## config.mk

```make
export PLATFORM = sky130hd
export DESIGN_NAME = fdwv_front_flat
export DESIGN_NICKNAME = d
export VERILOG_FILES = /design/src/rtl/core/fdwv_pkg.sv /design/src/rtl/core/fdwv_req_if.sv /design/src/rtl/core/fdwv_front.sv /design/src/flat_wrapper.sv
export SDC_FILE = /design/constraint.sdc
export NUM_CORES = 1
export LEC_CHECK = 0
export ABC_AREA = 1
export BUFFER_PORTS_ARGS = -buffer_cell sky130_fd_sc_hd__buf_2
export CORE_ASPECT_RATIO = 2
export CORE_MARGIN = 4
export CORE_UTILIZATION = 41
export DETAILED_ROUTE_END_ITERATION = 8
export GPL_ROUTABILITY_DRIVEN = 0
export GPL_TIMING_DRIVEN = 0
export PLACE_DENSITY = 0.65
export SYNTH_ARGS = -nofsm -noshare
export SYNTH_HDL_FRONTEND = slang
export SYNTH_SLANG_ARGS = --single-unit
```

## constraint.sdc

```tcl
create_clock -name clock -period 10.6 [get_ports clock]
set_input_delay 1.59 -clock clock [delete_from_list [all_inputs] [get_ports clock]]
set_output_delay 1.59 -clock clock [all_outputs]
set_load 0.01 [all_outputs]
```

## src/rtl/core/fdwv_pkg.sv

```systemverilog
`default_nettype none

package fdwv_pkg;

   // Item field widths
   localparam int FOOT_W     = 2;
   localparam int STANCE_W   = 32;
   localparam int DIFF_W     = 24;
   localparam int VAR_W      = 47;
   // A squared 24-bit difference never exceeds 2^46
   localparam int SQUARE_W   = 47;

   localparam int FOOT_COUNT        = 4;
   localparam int WINDOW_LENGTH_DEF = 12;
   localparam int QUEUE_DEPTH_DEF   = 2;

   localparam logic signed [DIFF_W-1:0] DIFF_MAX = 24'sh7FFFFF;
   localparam logic signed [DIFF_W-1:0] DIFF_MIN = 24'sh800000;

   typedef enum logic [2:0] {
      BK_IDLE,
      BK_SUM,
      BK_SQ,
      BK_NQ,
      BK_PREP,
      BK_DIV,
      BK_OUT
   } bk_state_type;

   typedef struct packed {
      logic full;
      logic empty;
   } q_stat_type;

endpackage

`default_nettype wire

```

## src/rtl/core/fdwv_req_if.sv

```systemverilog
`default_nettype none

interface fdwv_req_if;
   logic                                   valid;
   logic                                   ready;
   logic [fdwv_pkg::FOOT_W-1:0]            foot;
   logic signed [fdwv_pkg::STANCE_W-1:0]   stance_x;

   modport source (output valid, output foot, output stance_x, input ready);
   modport sink   (input valid, input foot, input stance_x, output ready);
endinterface

`default_nettype wire

```

## src/rtl/core/fdwv_front.sv

```systemverilog
`default_nettype none

module fdwv_front (
   input  wire logic                                clock,
   input  wire logic                                reset,
   fdwv_req_if.sink                                 req,
   input  wire fdwv_pkg::q_stat_type                qstat,
   output logic                                     push,
   output logic signed [fdwv_pkg::DIFF_W-1:0]       push_data
);

   localparam int WIDE_W = fdwv_pkg::STANCE_W + 1;

   logic signed [fdwv_pkg::STANCE_W-1:0] prev_ff [fdwv_pkg::FOOT_COUNT];
   logic [fdwv_pkg::FOOT_COUNT-1:0]      seen_ff, seen_in;

   logic signed [fdwv_pkg::STANCE_W-1:0] prev_pos;
   logic signed [WIDE_W-1:0]             diff_wide;
   logic                                 in_range;

   assign req.ready = !qstat.full;
   assign push      = req.valid && req.ready;

   always_comb begin
      prev_pos  = prev_ff[req.foot];
      diff_wide = WIDE_W'(req.stance_x) - WIDE_W'(prev_pos);
      // In range when every bit above the 24-bit sign matches it
      in_range  = (diff_wide[WIDE_W-1:fdwv_pkg::DIFF_W-1] == '0) ||
                  (diff_wide[WIDE_W-1:fdwv_pkg::DIFF_W-1] == '1);
      if (!seen_ff[req.foot]) begin
         push_data = '0;
      end else if (in_range) begin
         push_data = diff_wide[fdwv_pkg::DIFF_W-1:0];
      end else if (diff_wide[WIDE_W-1]) begin
         push_data = fdwv_pkg::DIFF_MIN;
      end else begin
         push_data = fdwv_pkg::DIFF_MAX;
      end
      seen_in = seen_ff;
      if (push) begin
         seen_in[req.foot] = 1'b1;
      end
   end

   always_ff @(posedge clock) begin
      if (reset) begin
         seen_ff <= '0;
         for (int i = 0; i < fdwv_pkg::FOOT_COUNT; i++) begin
            prev_ff[i] <= '0;
         end
      end else begin
         seen_ff <= seen_in;
         if (push) begin
            prev_ff[req.foot] <= req.stance_x;
         end
      end
   end

endmodule

`default_nettype wire

```

## src/flat_wrapper.sv

```systemverilog
// flat-port wrapper written by rule: the top's interface ports become plain ports
module fdwv_front_flat 
  (clock, reset, qstat, push, push_data, req_valid, req_foot, req_stance_x, req_ready);
  fdwv_req_if req_i ();
  input  wire logic clock;
  input  wire logic reset;
  input  wire fdwv_pkg::q_stat_type qstat;
  output logic push;
  output logic signed [fdwv_pkg::DIFF_W-1:0] push_data;
  input wire logic [$bits(req_i.valid)-1:0] req_valid;
  input wire logic [$bits(req_i.foot)-1:0] req_foot;
  input wire logic [$bits(req_i.stance_x)-1:0] req_stance_x;
  output wire logic [$bits(req_i.ready)-1:0] req_ready;
  assign req_i.valid = req_valid;
  assign req_i.foot = req_foot;
  assign req_i.stance_x = req_stance_x;
  assign req_ready = req_i.ready;
  fdwv_front u_core (.clock(clock), .reset(reset), .req(req_i), .qstat(qstat), .push(push), .push_data(push_data));
endmodule
```

==> reports/metrics.cfg <==
[outcome]
outcome=finished, final reports clean

[logic_synthesis]
yosys.area.top_type_share=0.4639
yosysSeqAreaShare=0.4736
ys_ff_latch=132
syn_nets=1103
yosysWarningCount=0
async_reset_ff_frac=0
synthCells=1025
synth_top_cell_by_area=edfxtp_1
netlist_top_cells_count=nand2_1, nor2_1, inv_1, edfxtp_1, a21oi_1
synth-edff-count=128
ys.flop_type=edfxtp_1
avgSynthCellArea_um2=8.083
synth_cell_type_count=33
synthTopCellsByArea=edfxtp_1, nand2_1, nor2_1
synth.cell_area_mm2=0.008285
synth_most_common_cell=nand2_1

[placed_design]
numPortBuffers=63
hpwl_um=18790
dp.cells=1350

[floorplanning]
die_area_mm2=0.02269
num_rows=73
core-area_mm2=0.01991
initial_utilization=0.4161
ios=65
die_w_um=108.5
die_y_um=209.0

[hold_path]
min_to=u_core.seen_ff[3]$_SDFFE_PP0P_
hold_path_class=reg -> reg
holdPathStages=2
hold_start=u_core.seen_ff[3]$_SDFFE_PP0P_

[global_route]
grt_pass1_vias=7351
antenna_found_initial=0
grt_max_degree=33
grt_pass1_wl_um=37710
grt_overflow=0
grt_usage=0.2214

[clocking]
postCtsSetupBuffers=0
clock_latency_ns=0.46
cts_max_level=4
cts_tree=built
holdBufCountCts=0
cts_made_buffers=25
ctsResizeCount=0
cts.sinks=132
cts-root-buf=clkbuf_16
clkTransAtPathRegs_ns=0.05
clk_path_buf_depth=3

[layout]
final_util=0.4823
nets=1193
seq_area_mm2=0.003924
area_growth_pct=15.92
diodes=0
fill_cells=2017
finalNonFillerCells=1382
drive_gt1_frac=0.1196
multiInputGateArea_mm2=0.003616

[power_and_ir_drop]
power_density_mw_per_mm2=168.2
fin_total_pwr_mw=1.616
power_leakage_nw=4.640
vdd_drop_max_mv=0.1056

[timing]
clock.fmax_mhz=135.9
finalCriticalPeriod_ns=7.358
slew_viol_final=0
period_share=0.6942
fin_skew_ns=0
finalHoldViolations=0
max_slew.worst_pin.slew_ns=0.9273
rsz0062_at_grt=false
fin_setup_tns_ns=0
setup_viol=0
relSlewSlack=0.3796

[critical_path]
worstRegToRegCells=2
startpoint_type=primary input
cp_max_fo=10
critical_path_class=in -> out
rr_endpoint=u_core.seen_ff[0]$_SDFFE_PP0P_
critPathCaptureType=output port
reg2reg_from=u_core.seen_ff[0]$_SDFFE_PP0P_
r2r_setup_slack_ns=10.01
cp.required_ns=9.01
crit_arrival_ns=5.77

[routing]
dr.pass1.iters=7
drc=0
wire_per_inst_um=17.59
via_per_inst=5.154
vias=7123
drtIter0Drc=529
routed_wl_um=24310
postRouteAntennaNets=0

[run]
cap_violations=0

[critical path, cell delays in order]
cell and delay, ns:
buf_2 0.11, inv_1 0.04, nor2_1 0.55, clkbuf_1 0.62, a221oi_1 0.29, ha_1 0.46, nand2_1 0.12, nor2_1 0.17
nand2_1 0.07, nand3_1 0.13, nand2_1 0.12, nand2_2 0.18, nand2_2 0.09, nand2_1 0.08, nand2_1 0.06, nand2_1 0.06
nand2_1 0.04, nor2_1 0.15, nand3_2 0.21, buf_2 0.25, a21oi_1 0.16, nor2_1 0.06, buf_2 0.14
[logic make-up after synthesis]
| group | share of synthesized area |
|---|---|
| XOR/XNOR | 0.02220 |
| AND/OR/NAND/NOR | 0.2531 |
| buffers and inverters | 0.09121 |
| adder cells (fa/ha/maj) | 0.05980 |
| AO/OA/AOI/OAI | 0.1001 |
| flip-flops | 0.4736 |
[layer usage]
metal	vias up	global-route usage	part of all wire
met3	79	0.02628	0.038
met1	3308	0.2160	0.34
met2	224	0.4223	0.56
met4	0	0.1404	0.063
met5	-	0	0
li1	3512	-	-
[registers in the layout, summed over array words and instances, names as in the netlist]
register,count
u_core.prev_ff,128
u_core.seen_ff,4
[worst max-delay path by stage]
stage,endpoint,cells after the start,from
2_1_floorplan,push_data[10],22,req_foot[0]
3_3_place_gp,push_data[7],22,req_foot[1]
3_5_place_dp,push_data[7],21,req_foot[0]
4_1_cts,push_data[7],21,req_foot[0]
5_1_grt,push_data[3],24,req_foot[1]
6_report,push_data[16],23,req_foot[1]
[layout make-up]
type	instances	share of cell area
Tap cell	262	0.03413
Sequential cell	132	0.4085
Buffer	30	0.01381
Clock inverter	3	0.001563
Inverter	166	0.06488
Clock buffer	29	0.06774
Multi-Input combinational cell	697	0.3765
Timing Repair Buffer	63	0.03283
[report_power, final]
part | leakage, nW | internal, mW | total, mW | switching [mW]
combinational | 3.05 | 0.114 | 0.356 | 0.242
clock | 0.331 | 0.426 | 0.642 | 0.216
sequential | 1.26 | 0.608 | 0.617 | 0.00914
[layout by cell type (no fill, tap or decap), types with 2 or more instances in the layout]
master / Yosys / final
nor2_2: 10 / 10
o21ai_0: 4 / 4
ha_1: 38 / 38
nand3_2: 5 / 5
a22oi_1: 3 / 3
nor2_1: 165 / 165
nand2_2: 9 / 13
buf_2: 4 / 67
xor2_1: 14 / 14
buf_6: 2 / 2
and2_1: 2 / 2
nand4_1: 3 / 3
nand2_1: 292 / 288
xnor2_1: 7 / 7
a221oi_1: 30 / 30
clkbuf_16: 0 / 25
inv_2: 7 / 7
dfxtp_1: 4 / 4
a21oi_1: 41 / 41
a22o_1: 30 / 30
clkinv_2: 0 / 3
a31oi_1: 6 / 6
inv_1: 158 / 158
edfxtp_1: 128 / 128
nand3_1: 30 / 30
clkbuf_1: 24 / 27
[per-stage QoR]
| stage | cell area (um2) | setup slack (ns) | hold slack [ns] |
|---|---|---|---|
| after global placement | 8929 | 3.261 | 0.4445 |
| after global routing | 9604 | 3.017 | 0.4849 |
| after detailed placement | 8939 | 3.252 | 0.4669 |
| after CTS | 9604 | 3.242 | 0.4697 |
| after floorplan | 8285 | 4.819 | 0.4244 |
| final | 9604 | 3.242 | 0.4648 |
Power figures use the tool's default switching activity.
