### src/rtl/core/fdwv_pkg.sv
`default_nettype none

package fdwv_pkg;

   // Item field widths
   localparam int FOOT_W     = 2;
   localparam int STANCE_W   = 32;
   localparam int DIFF_W     = 24;
   localparam int VAR_W      = 47;
   // A squared 24-bit difference never exceeds 2^46
   localparam int SQUARE_W   = 47;

   localparam int FOOT_COUNT        = 4;
   localparam int WINDOW_LENGTH_DEF = 12;
   localparam int QUEUE_DEPTH_DEF   = 2;

   localparam logic signed [DIFF_W-1:0] DIFF_MAX = 24'sh7FFFFF;
   localparam logic signed [DIFF_W-1:0] DIFF_MIN = 24'sh800000;

   typedef enum logic [2:0] {
      BK_IDLE,
      BK_SUM,
      BK_SQ,
      BK_NQ,
      BK_PREP,
      BK_DIV,
      BK_OUT
   } bk_state_type;

   typedef struct packed {
      logic full;
      logic empty;
   } q_stat_type;

endpackage

`default_nettype wire

### src/rtl/core/fdwv_queue.sv
`default_nettype none

module fdwv_queue #(
   parameter int QUEUE_DEPTH = fdwv_pkg::QUEUE_DEPTH_DEF
) (
   input  wire logic                                  clock,
   input  wire logic                                  reset,
   input  wire logic                                  push,
   input  wire logic signed [fdwv_pkg::DIFF_W-1:0]    push_data,
   input  wire logic                                  pop,
   output logic signed [fdwv_pkg::DIFF_W-1:0]         head,
   output fdwv_pkg::q_stat_type                       stat
);

   localparam int PTR_W = (QUEUE_DEPTH > 1) ? $clog2(QUEUE_DEPTH) : 1;
   localparam int CNT_W = $clog2(QUEUE_DEPTH + 1);

   logic signed [fdwv_pkg::DIFF_W-1:0] entry_ff [QUEUE_DEPTH];
   logic [PTR_W-1:0] wr_ptr_ff, wr_ptr_in;
   logic [PTR_W-1:0] rd_ptr_ff, rd_ptr_in;
   logic [CNT_W-1:0] count_ff, count_in;

   function automatic logic [PTR_W-1:0] ptr_next(input logic [PTR_W-1:0] p);
      logic [PTR_W-1:0] r;
      if (p == PTR_W'(QUEUE_DEPTH - 1)) begin
         r = '0;
      end else begin
         r = p + PTR_W'(1);
      end
      return r;
   endfunction

   assign stat.full  = (count_ff == CNT_W'(QUEUE_DEPTH));
   assign stat.empty = (count_ff == '0);
   assign head       = entry_ff[rd_ptr_ff];

   always_comb begin
      wr_ptr_in = push ? ptr_next(wr_ptr_ff) : wr_ptr_ff;
      rd_ptr_in = pop ? ptr_next(rd_ptr_ff) : rd_ptr_ff;
      count_in  = count_ff;
      if (push && !pop) begin
         count_in = count_ff + CNT_W'(1);
      end else if (pop && !push) begin
         count_in = count_ff - CNT_W'(1);
      end
   end

   always_ff @(posedge clock) begin
      if (reset) begin
         wr_ptr_ff <= '0;
         rd_ptr_ff <= '0;
         count_ff  <= '0;
      end else begin
         wr_ptr_ff <= wr_ptr_in;
         rd_ptr_ff <= rd_ptr_in;
         count_ff  <= count_in;
      end
   end

   always_ff @(posedge clock) begin
      if (push) begin
         entry_ff[wr_ptr_ff] <= push_data;
      end
   end

   // Front must never write into a full queue, back never drain an empty one
   a_no_overflow: assert property (@(posedge clock) disable iff (reset)
      push |-> !stat.full || pop)
      else $error("queue written while full");
   a_no_underflow: assert property (@(posedge clock) disable iff (reset)
      pop |-> !stat.empty)
      else $error("queue read while empty");

endmodule

`default_nettype wire

### config.mk
export PLATFORM = sky130hd
export DESIGN_NAME = fdwv_queue
export DESIGN_NICKNAME = d
export VERILOG_FILES = /design/src/rtl/core/fdwv_pkg.sv /design/src/rtl/core/fdwv_queue.sv
export SDC_FILE = /design/constraint.sdc
export NUM_CORES = 1
export LEC_CHECK = 0
export BUFFER_PORTS_ARGS = -buffer_cell sky130_fd_sc_hd__buf_2
export CORE_MARGIN = 3
export CORE_UTILIZATION = 45
export DETAILED_ROUTE_END_ITERATION = 12
export GPL_TIMING_DRIVEN = 0
export PLACE_DENSITY = 0.79
export SKIP_LAST_GASP = 1
export SLEW_MARGIN = 20
export SYNTH_ARGS = -nofsm -noshare
export SYNTH_HDL_FRONTEND = slang
export SYNTH_SLANG_ARGS = --single-unit
### constraint.sdc
create_clock -name clock -period 1.9 [get_ports clock]
set_input_delay 0.38 -clock clock [delete_from_list [all_inputs] [get_ports clock]]
set_output_delay 0.38 -clock clock [all_outputs]
set_load 0.05 [all_outputs]
==> reports/results.tsv, run 1 <==
stage	metric	value	unit
floorplan	io-pin-count	54	
sta	fmax	543	MHz
power	p_leak	0.954	nW
placed_design	portBuffers	53	
logic_synthesis	synthMostInstantiatedCell	edfxtp_1	
sta	worstMarginPinSlew	710	ps
job	cap_violations	0	
cells_and_area	layout.nets	186	
logic_synthesis	syn-cell-area	1940	um2
logic_synthesis	synth_flop_cell	edfxtp_1	
route	dr_total_vias	1034	
critical_path	cp.buffers_inverters	3	
grt	track_usage	0.138	
power	power	0.00278	W
logic_synthesis	synthTopCellsByArea	edfxtp_1 74%, mux2_2 14%, dfxtp_1 5.2%, nor2_1 0.97%, xnor2_1 0.90%	
logic_synthesis	ys_ff_latch	53	
cts	clkTransAtPathRegs	90	ps
cts	numClockSinks	53	
critical_path	r2r_end	entry_ff[1][3]	
cts	cts.path.max_buffers	2	
cts	clockRootBuffer	clkbuf_8	
critical_path	r2r_start	wr_ptr_ff	
route	avgViaCountPerCell	4.97	
route	first_iter_violations	79	
critical_path	critical-path-top-delay-family	buffers and inverters	
logic_synthesis	ys_async_sr_fraction	0	
power	combinationalPowerShare	0.191	
logic_synthesis	yosys.area.top_type_share	0.743	
placed_design	dp_slack	85.7	ps
critical_path	crit_top_cell	buf_4	
critical_path	critPathMaxStageDelay	350	ps
grt	antenna_found_initial	0	
cells_and_area	syn_to_final_growth	27.6	%
sta	hold_ws	264	ps
logic_synthesis	synth.yosys.seq_area_share	0.795	
logic_synthesis	synth_top_family_by_area	multiplexers	
min_path	hold_depth	1	
critical_path	cp-end-kind	output pin	
cts	postCtsSetupRepairBufs	0	
power	p_per_area	1120	nW/um2
logic_synthesis	synth-xor-area-share	0.0181	
floorplan	die-area	5130	um2
logic_synthesis	synth_cell_type_count	16	
floorplan	initial_core_util	0.475	
critical_path	crit_path_cell_trace	buf_4 > buf_8 > mux2_2 > buf_4	
critical_path	reg2reg_slack	550	ps
logic_synthesis	yosys-top-cells-count	48 x edfxtp_1, 24 x mux2_2, 5 x dfxtp_1, 5 x nor2_1	
sta	slew_headroom	0.526	
sta	setup_slack	58.7	ps
route	ant_nets	0	
min_path	hold_start	push_data[15]	
grt	grt_max_degree	25	
power	internal_power	0.00206	W
critical_path	arrival	1460	ps
grt	grt_pass1_wl	5270	um
floorplan	die_x	71.7	um
logic_synthesis	synth_compound_area_frac	0.00516	
cts	cts_hold_buf	0	
critical_path	startpoint_type	flip-flop	
cells_and_area	antenna_cells	0	
logic_synthesis	synthSimpleGateAreaFrac	0.0239	
floorplan	row_count	23	
logic_synthesis	ys_warn_count	0	
logic_synthesis	synth-adder-area-share	0.00645	
power	clockPowerShare	0.313	
floorplan	die_h	71.7	um
power	power_frac_seq	0.496	
logic_synthesis	synth_top_cell_by_area	edfxtp_1	
floorplan	core-area	4090	um2
sta	drv_slew	0	
logic_synthesis	syn_avg_cell_area	20.0	um2
cts	htree_levels	2	
grt	overflow	0	
grt	grt_pass1_vias	1134	
sta	clock_skew	5.93	ps
critical_path	reg2regPathDepth	1	
critical_path	critPathSlowestCell	mux2_2	
power	switchingPower	0.000724	W
sta	rsz0062_at_grt	true	
min_path	hold_class	in -> reg	
logic_synthesis	synth-edff-count	48	
sta	hold_viol_final	0	
sta	final-setup-viol-count	0	
sta	fin_crit_sh	0.969	
min_path	hold_end	entry_ff[1][15]	
power	ir_worst_vdd	0.677	mV
power	p_sw_frac	0.261	
cells_and_area	drive_gt1_frac	0.576	
sta	finalSetupTns	0	ps
route	routed_wl	3270	um
cts	clock_latency	300	ps
critical_path	critPathKind	reg -> out	
route	drc	0	
critical_path	cp.required	1520	ps
run_status	run_status	complete, no violations	
placed_design	gp_congestion	0.733	
route	first_pass_iters	4	
cts	tritoncts.num_buffers	5	
route	wl_per_cell	15.7	um
critical_path	worstPathMaxFanout	10	
logic_synthesis	muxShareOfSynthArea	0.139	
logic_synthesis	syn_inst	97	
placed_design	dpl.hpwl	2340	um
cts	cts_tree	done	
logic_synthesis	syn-num-nets	126	
sta	fin_crit	1840	ps
==> layer usage <==
layer,GRT usage,wire (um),vias up
met5,0,0,-
li1,-,-,485
met2,0.251,1730,45
met4,0.0251,16,0
met1,0.151,1280,502
met3,0.0561,238,2
==> worst max-delay path by stage <==
| stage | from | endpoint | slack, ps | cells after the start |
|---|---|---|---|---|
| finish | flip-flop | head[2] | 60 | 4 |
| floorplan | push | entry_ff[0][0] | 6 | 1 |
| detailed placement | push | entry_ff[1][10] | 90 | 2 |
| global route | flip-flop | head[2] | -10 | 4 |
| global placement | push | entry_ff[0][10] | -610 | 2 |
| CTS | flip-flop | head[7] | 20 | 4 |
==> repair_timing <==
action                     4_1_cts  5_1_grt
gates resized for setup          5       36
gates cloned                     0        0
setup endpoints to repair       20       20
==> state kept, by name (all words and copies together), names as in the netlist, named ones only <==
register / cells
count_ff: 2
rd_ptr_ff: 1
wr_ptr_ff: 1
entry_ff: 48
==> logic make-up after synthesis <==
kind of cell               after synthesis
DFF                                     53
AOI/OAI and AO/OA                        2
xor gates and xnor gates                 4
buffers and inverters                    4
muxes                                   24
and+or+nand+nor                          9
adders and majority gates                1
==> layout make-up <==
type / count / area [um2]
sequential: 53 / 1540
buffer: 3 / 37.5
clock buffer: 5 / 68.8
clock inverter: 3 / 65.1
inverter: 1 / 3.75
timing repair buffer: 53 / 313
tap: 50 / 62.6
fill: 322 / 1610
multi-input combinational: 40 / 383
==> metrics by stage <==
step | instances | cell area (um2) | util
2_1_floorplan | 97 | 1940 | -
3_3_place_gp | 200 | 2270 | 0.555
3_5_place_dp | 200 | 2270 | 0.557
4_1_cts | 208 | 2420 | 0.593
5_1_grt | 208 | 2470 | 0.606
6_report | 208 | 2470 | 0.606
==> cell usage in the layout (no fill, tap or decap) <==
master / n
edfxtp_1: 48
buf_2: 34
mux2_2: 24
buf_4: 20
nor2_1: 5
dfxtp_1: 5
clkbuf_8: 5
buf_8: 2
xor2_1: 2
xnor2_1: 2
bufinv_16: 2
inv_1: 1
and2_2: 1
and2b_2: 1
nor2b_4: 1
o21ai_0: 1
or3_1: 1
a21oi_1: 1
ha_1: 1
clkinv_2: 1
==> power groups by stage <==
stage | Clock [W] | Combinational, W | Sequential [W]
finish | 0.000871 | 0.000530 | 0.00138
global route | 0.000944 | 0.000559 | 0.00139
CTS | 0.000886 | 0.000506 | 0.00138
detailed placement | 0 | 0.000496 | 0.00141
global placement | 0 | 0.000482 | 0.00140
floorplan | 0 | 0.000375 | 0.00140
Note: power is estimated with default switching activity, not from simulation.
==> run 2: changes to the inputs <==
--- a/config.mk
+++ b/config.mk
@@ -10,7 +10,7 @@
 export CORE_UTILIZATION = 45
 export DETAILED_ROUTE_END_ITERATION = 12
 export GPL_TIMING_DRIVEN = 0
-export PLACE_DENSITY = 0.79
+export PLACE_DENSITY = 0.7
 export SKIP_LAST_GASP = 1
 export SLEW_MARGIN = 20
 export SYNTH_ARGS = -nofsm -noshare
==> run 2 against run 1 <==
Against the previous run: power shrank 4.1%; worst setup slack gained 27 ps; combinational power is essentially flat; worst hold slack lost 6.6 ps; critical path depth is the same; sequential share of layout area grew 0.32 points; clock-buffer cell count is the same; first-iteration DRC count grew 15%; global-route usage shrank 0.22 points; maximum frequency grew 1.5%; register-to-register slack is essentially flat.
==> reports/results.tsv, run 2 (synthesis gave the netlist of run 1 again) <==
stage	metric	value	unit	change
placed_design	dpl.hpwl	2270	um	-3.0%
sta	hold_viol_final	0		unchanged
cells_and_area	antenna_cells	0		unchanged
critical_path	arrival	1430	ps	-30 ps
critical_path	worstPathMaxFanout	10		unchanged
route	dr_total_vias	1037		+0.29%
cells_and_area	drive_gt1_frac	0.576		unchanged
floorplan	die_x	71.7	um	unchanged
sta	drv_slew	0		unchanged
route	first_iter_violations	91		+15%
run_status	run_status	complete, no violations		
route	wl_per_cell	15.9	um	+1.3%
cells_and_area	seqCellArea	1540	um2	unchanged
route	drc	0		unchanged
cells_and_area	layout.nets	186		unchanged
cts	postCtsSetupRepairBufs	0		unchanged
floorplan	die_h	71.7	um	unchanged
grt	grt_pass1_wl	5110	um	-3.0%
placed_design	gp_congestion	0.756		+3.1%
grt	grt_pass1_vias	1086		-4.2%
cts	cts.path.max_buffers	2		unchanged
power	p_leak	0.942	nW	-1.3%
floorplan	core-area	4090	um2	unchanged
grt	track_usage	0.135		-0.00222
floorplan	row_count	23		unchanged
critical_path	cp.required	1520	ps	about the same
sta	fin_crit	1810	ps	-26.8 ps
cells_and_area	largestRegisters	entry_ff (48), count_ff (2)		
placed_design	dpl_cell_area	2270	um2	unchanged
cts	cts_hold_buf	0		unchanged
sta	hold_ws	258	ps	-6.64 ps
cells_and_area	layout_common_cells	48 x edfxtp_1, 33 x buf_2, 24 x mux2_2		
floorplan	die-area	5130	um2	unchanged
min_path	hold_depth	1		unchanged
cts	clkTransAtPathRegs	100	ps	about the same
power	ir_worst_vdd	0.625	mV	-7.6%
cts	htree_levels	2		unchanged
cells_and_area	syn_to_final_growth	27.0	%	
sta	slew_headroom	0.525		-0.000731
grt	grt_max_degree	25		unchanged
cells_and_area	finalInstanceArea	2460	um2	-0.51%
cts	clockRootBuffer	clkbuf_8		
sta	clock_skew	9.77	ps	+3.83 ps
sta	fin_crit_sh	0.955		-0.0141
job	cap_violations	0		unchanged
power	p_per_area	1080	nW/um2	-3.6%
cts	cts_tree	done		
sta	final-setup-viol-count	0		unchanged
floorplan	initial_core_util	0.475		unchanged
critical_path	critPathKind	reg -> out		
sta	worstMarginPinSlew	711	ps	+1.09 ps
cts	tritoncts.num_buffers	5		unchanged
route	routed_wl	3310	um	+1.3%
route	ant_nets	0		unchanged
critical_path	reg2reg_slack	560	ps	about the same
route	avgViaCountPerCell	4.99		+0.29%
min_path	hold_class	in -> reg		
route	first_pass_iters	4		unchanged
cells_and_area	final_common_cell	edfxtp_1		
grt	antenna_found_initial	0		unchanged
cells_and_area	largest_register_ffs	48		unchanged
cts	numClockSinks	53		unchanged
placed_design	portBuffers	53		unchanged
cts	clock_latency	310	ps	about the same
sta	rsz0062_at_grt	false		
critical_path	reg2regPathDepth	1		unchanged
sta	fmax	551	MHz	+1.5%
critical_path	cp-end-kind	output pin		
grt	overflow	0		unchanged
cells_and_area	largest-register	entry_ff		
critical_path	startpoint_type	flip-flop		
floorplan	io-pin-count	54		unchanged
cells_and_area	multi_input_area	383	um2	unchanged
cells_and_area	fillers	337		+4.7%
## run 2: cell types whose count changed in the layout (fill, tap and decap cells not counted), sizes merged
cell	before	now
clkinvlp	0	1
bufinv	2	1
## run 2: area by class of cell
type | count | share of cell area
flip-flops and latches | 53 | 0.626
multi-input cells | 40 | 0.155
repair buffers | 53 | 0.128
clock buffers | 5 | 0.0279
well taps | 50 | 0.0254
clock inverters | 3 | 0.0188
plain buffers | 3 | 0.0168
inverters | 1 | 0.00152
## run 2: power by group
| group | internal, W | switching, W | total (W) |
|---|---|---|---|
| sequential | 0.00135 | 0.0000253 | 0.00138 |
| clock | 0.000394 | 0.000361 | 0.000755 |
| combinational | 0.000181 | 0.000351 | 0.000532 |
## run 2: per-layer routing
metal | part of all wire | global-route usage | vias up
met5 | 0 | 0 | -
met2 | 0.54 | 0.232 | 34
li1 | - | - | 489
met3 | 0.067 | 0.0617 | 5
met4 | 0.013 | 0.0501 | 0
met1 | 0.38 | 0.147 | 509
## run 2: critical path: stages, from the launching register on
cell,delay (ps)
dfxtp_1,330
buf_6,130
buf_8,140
mux2_2,340
buf_4,190
## run 2: final timing paths
path	start	end
max	flip-flop	head[1]
min	push_data[15]	entry_ff[0][15]
max reg2reg	wr_ptr_ff	entry_ff[1][4]
min reg2reg	count_ff[1]	count_ff[1]
## run 2: stage by stage
step / setup TNS [ps] / instances / power (W) / setup WS (ps) / utilization
global placement: -16120 / 200 / 0.00188 / -673 / 0.555
finish: 0 / 208 / 0.00267 / 85.5 / 0.603
floorplan: 0 / 97 / 0.00177 / 6.49 / -
global route: 0 / 208 / 0.00277 / 0.490 / 0.603
detailed placement: 0 / 200 / 0.00190 / 49.2 / 0.557
CTS: 0 / 208 / 0.00266 / 34.5 / 0.592
## run 2: timing repair
item,in CTS,in global routing
setup endpoints to repair,20,20
resized for setup,10,29
gates cloned,0,0
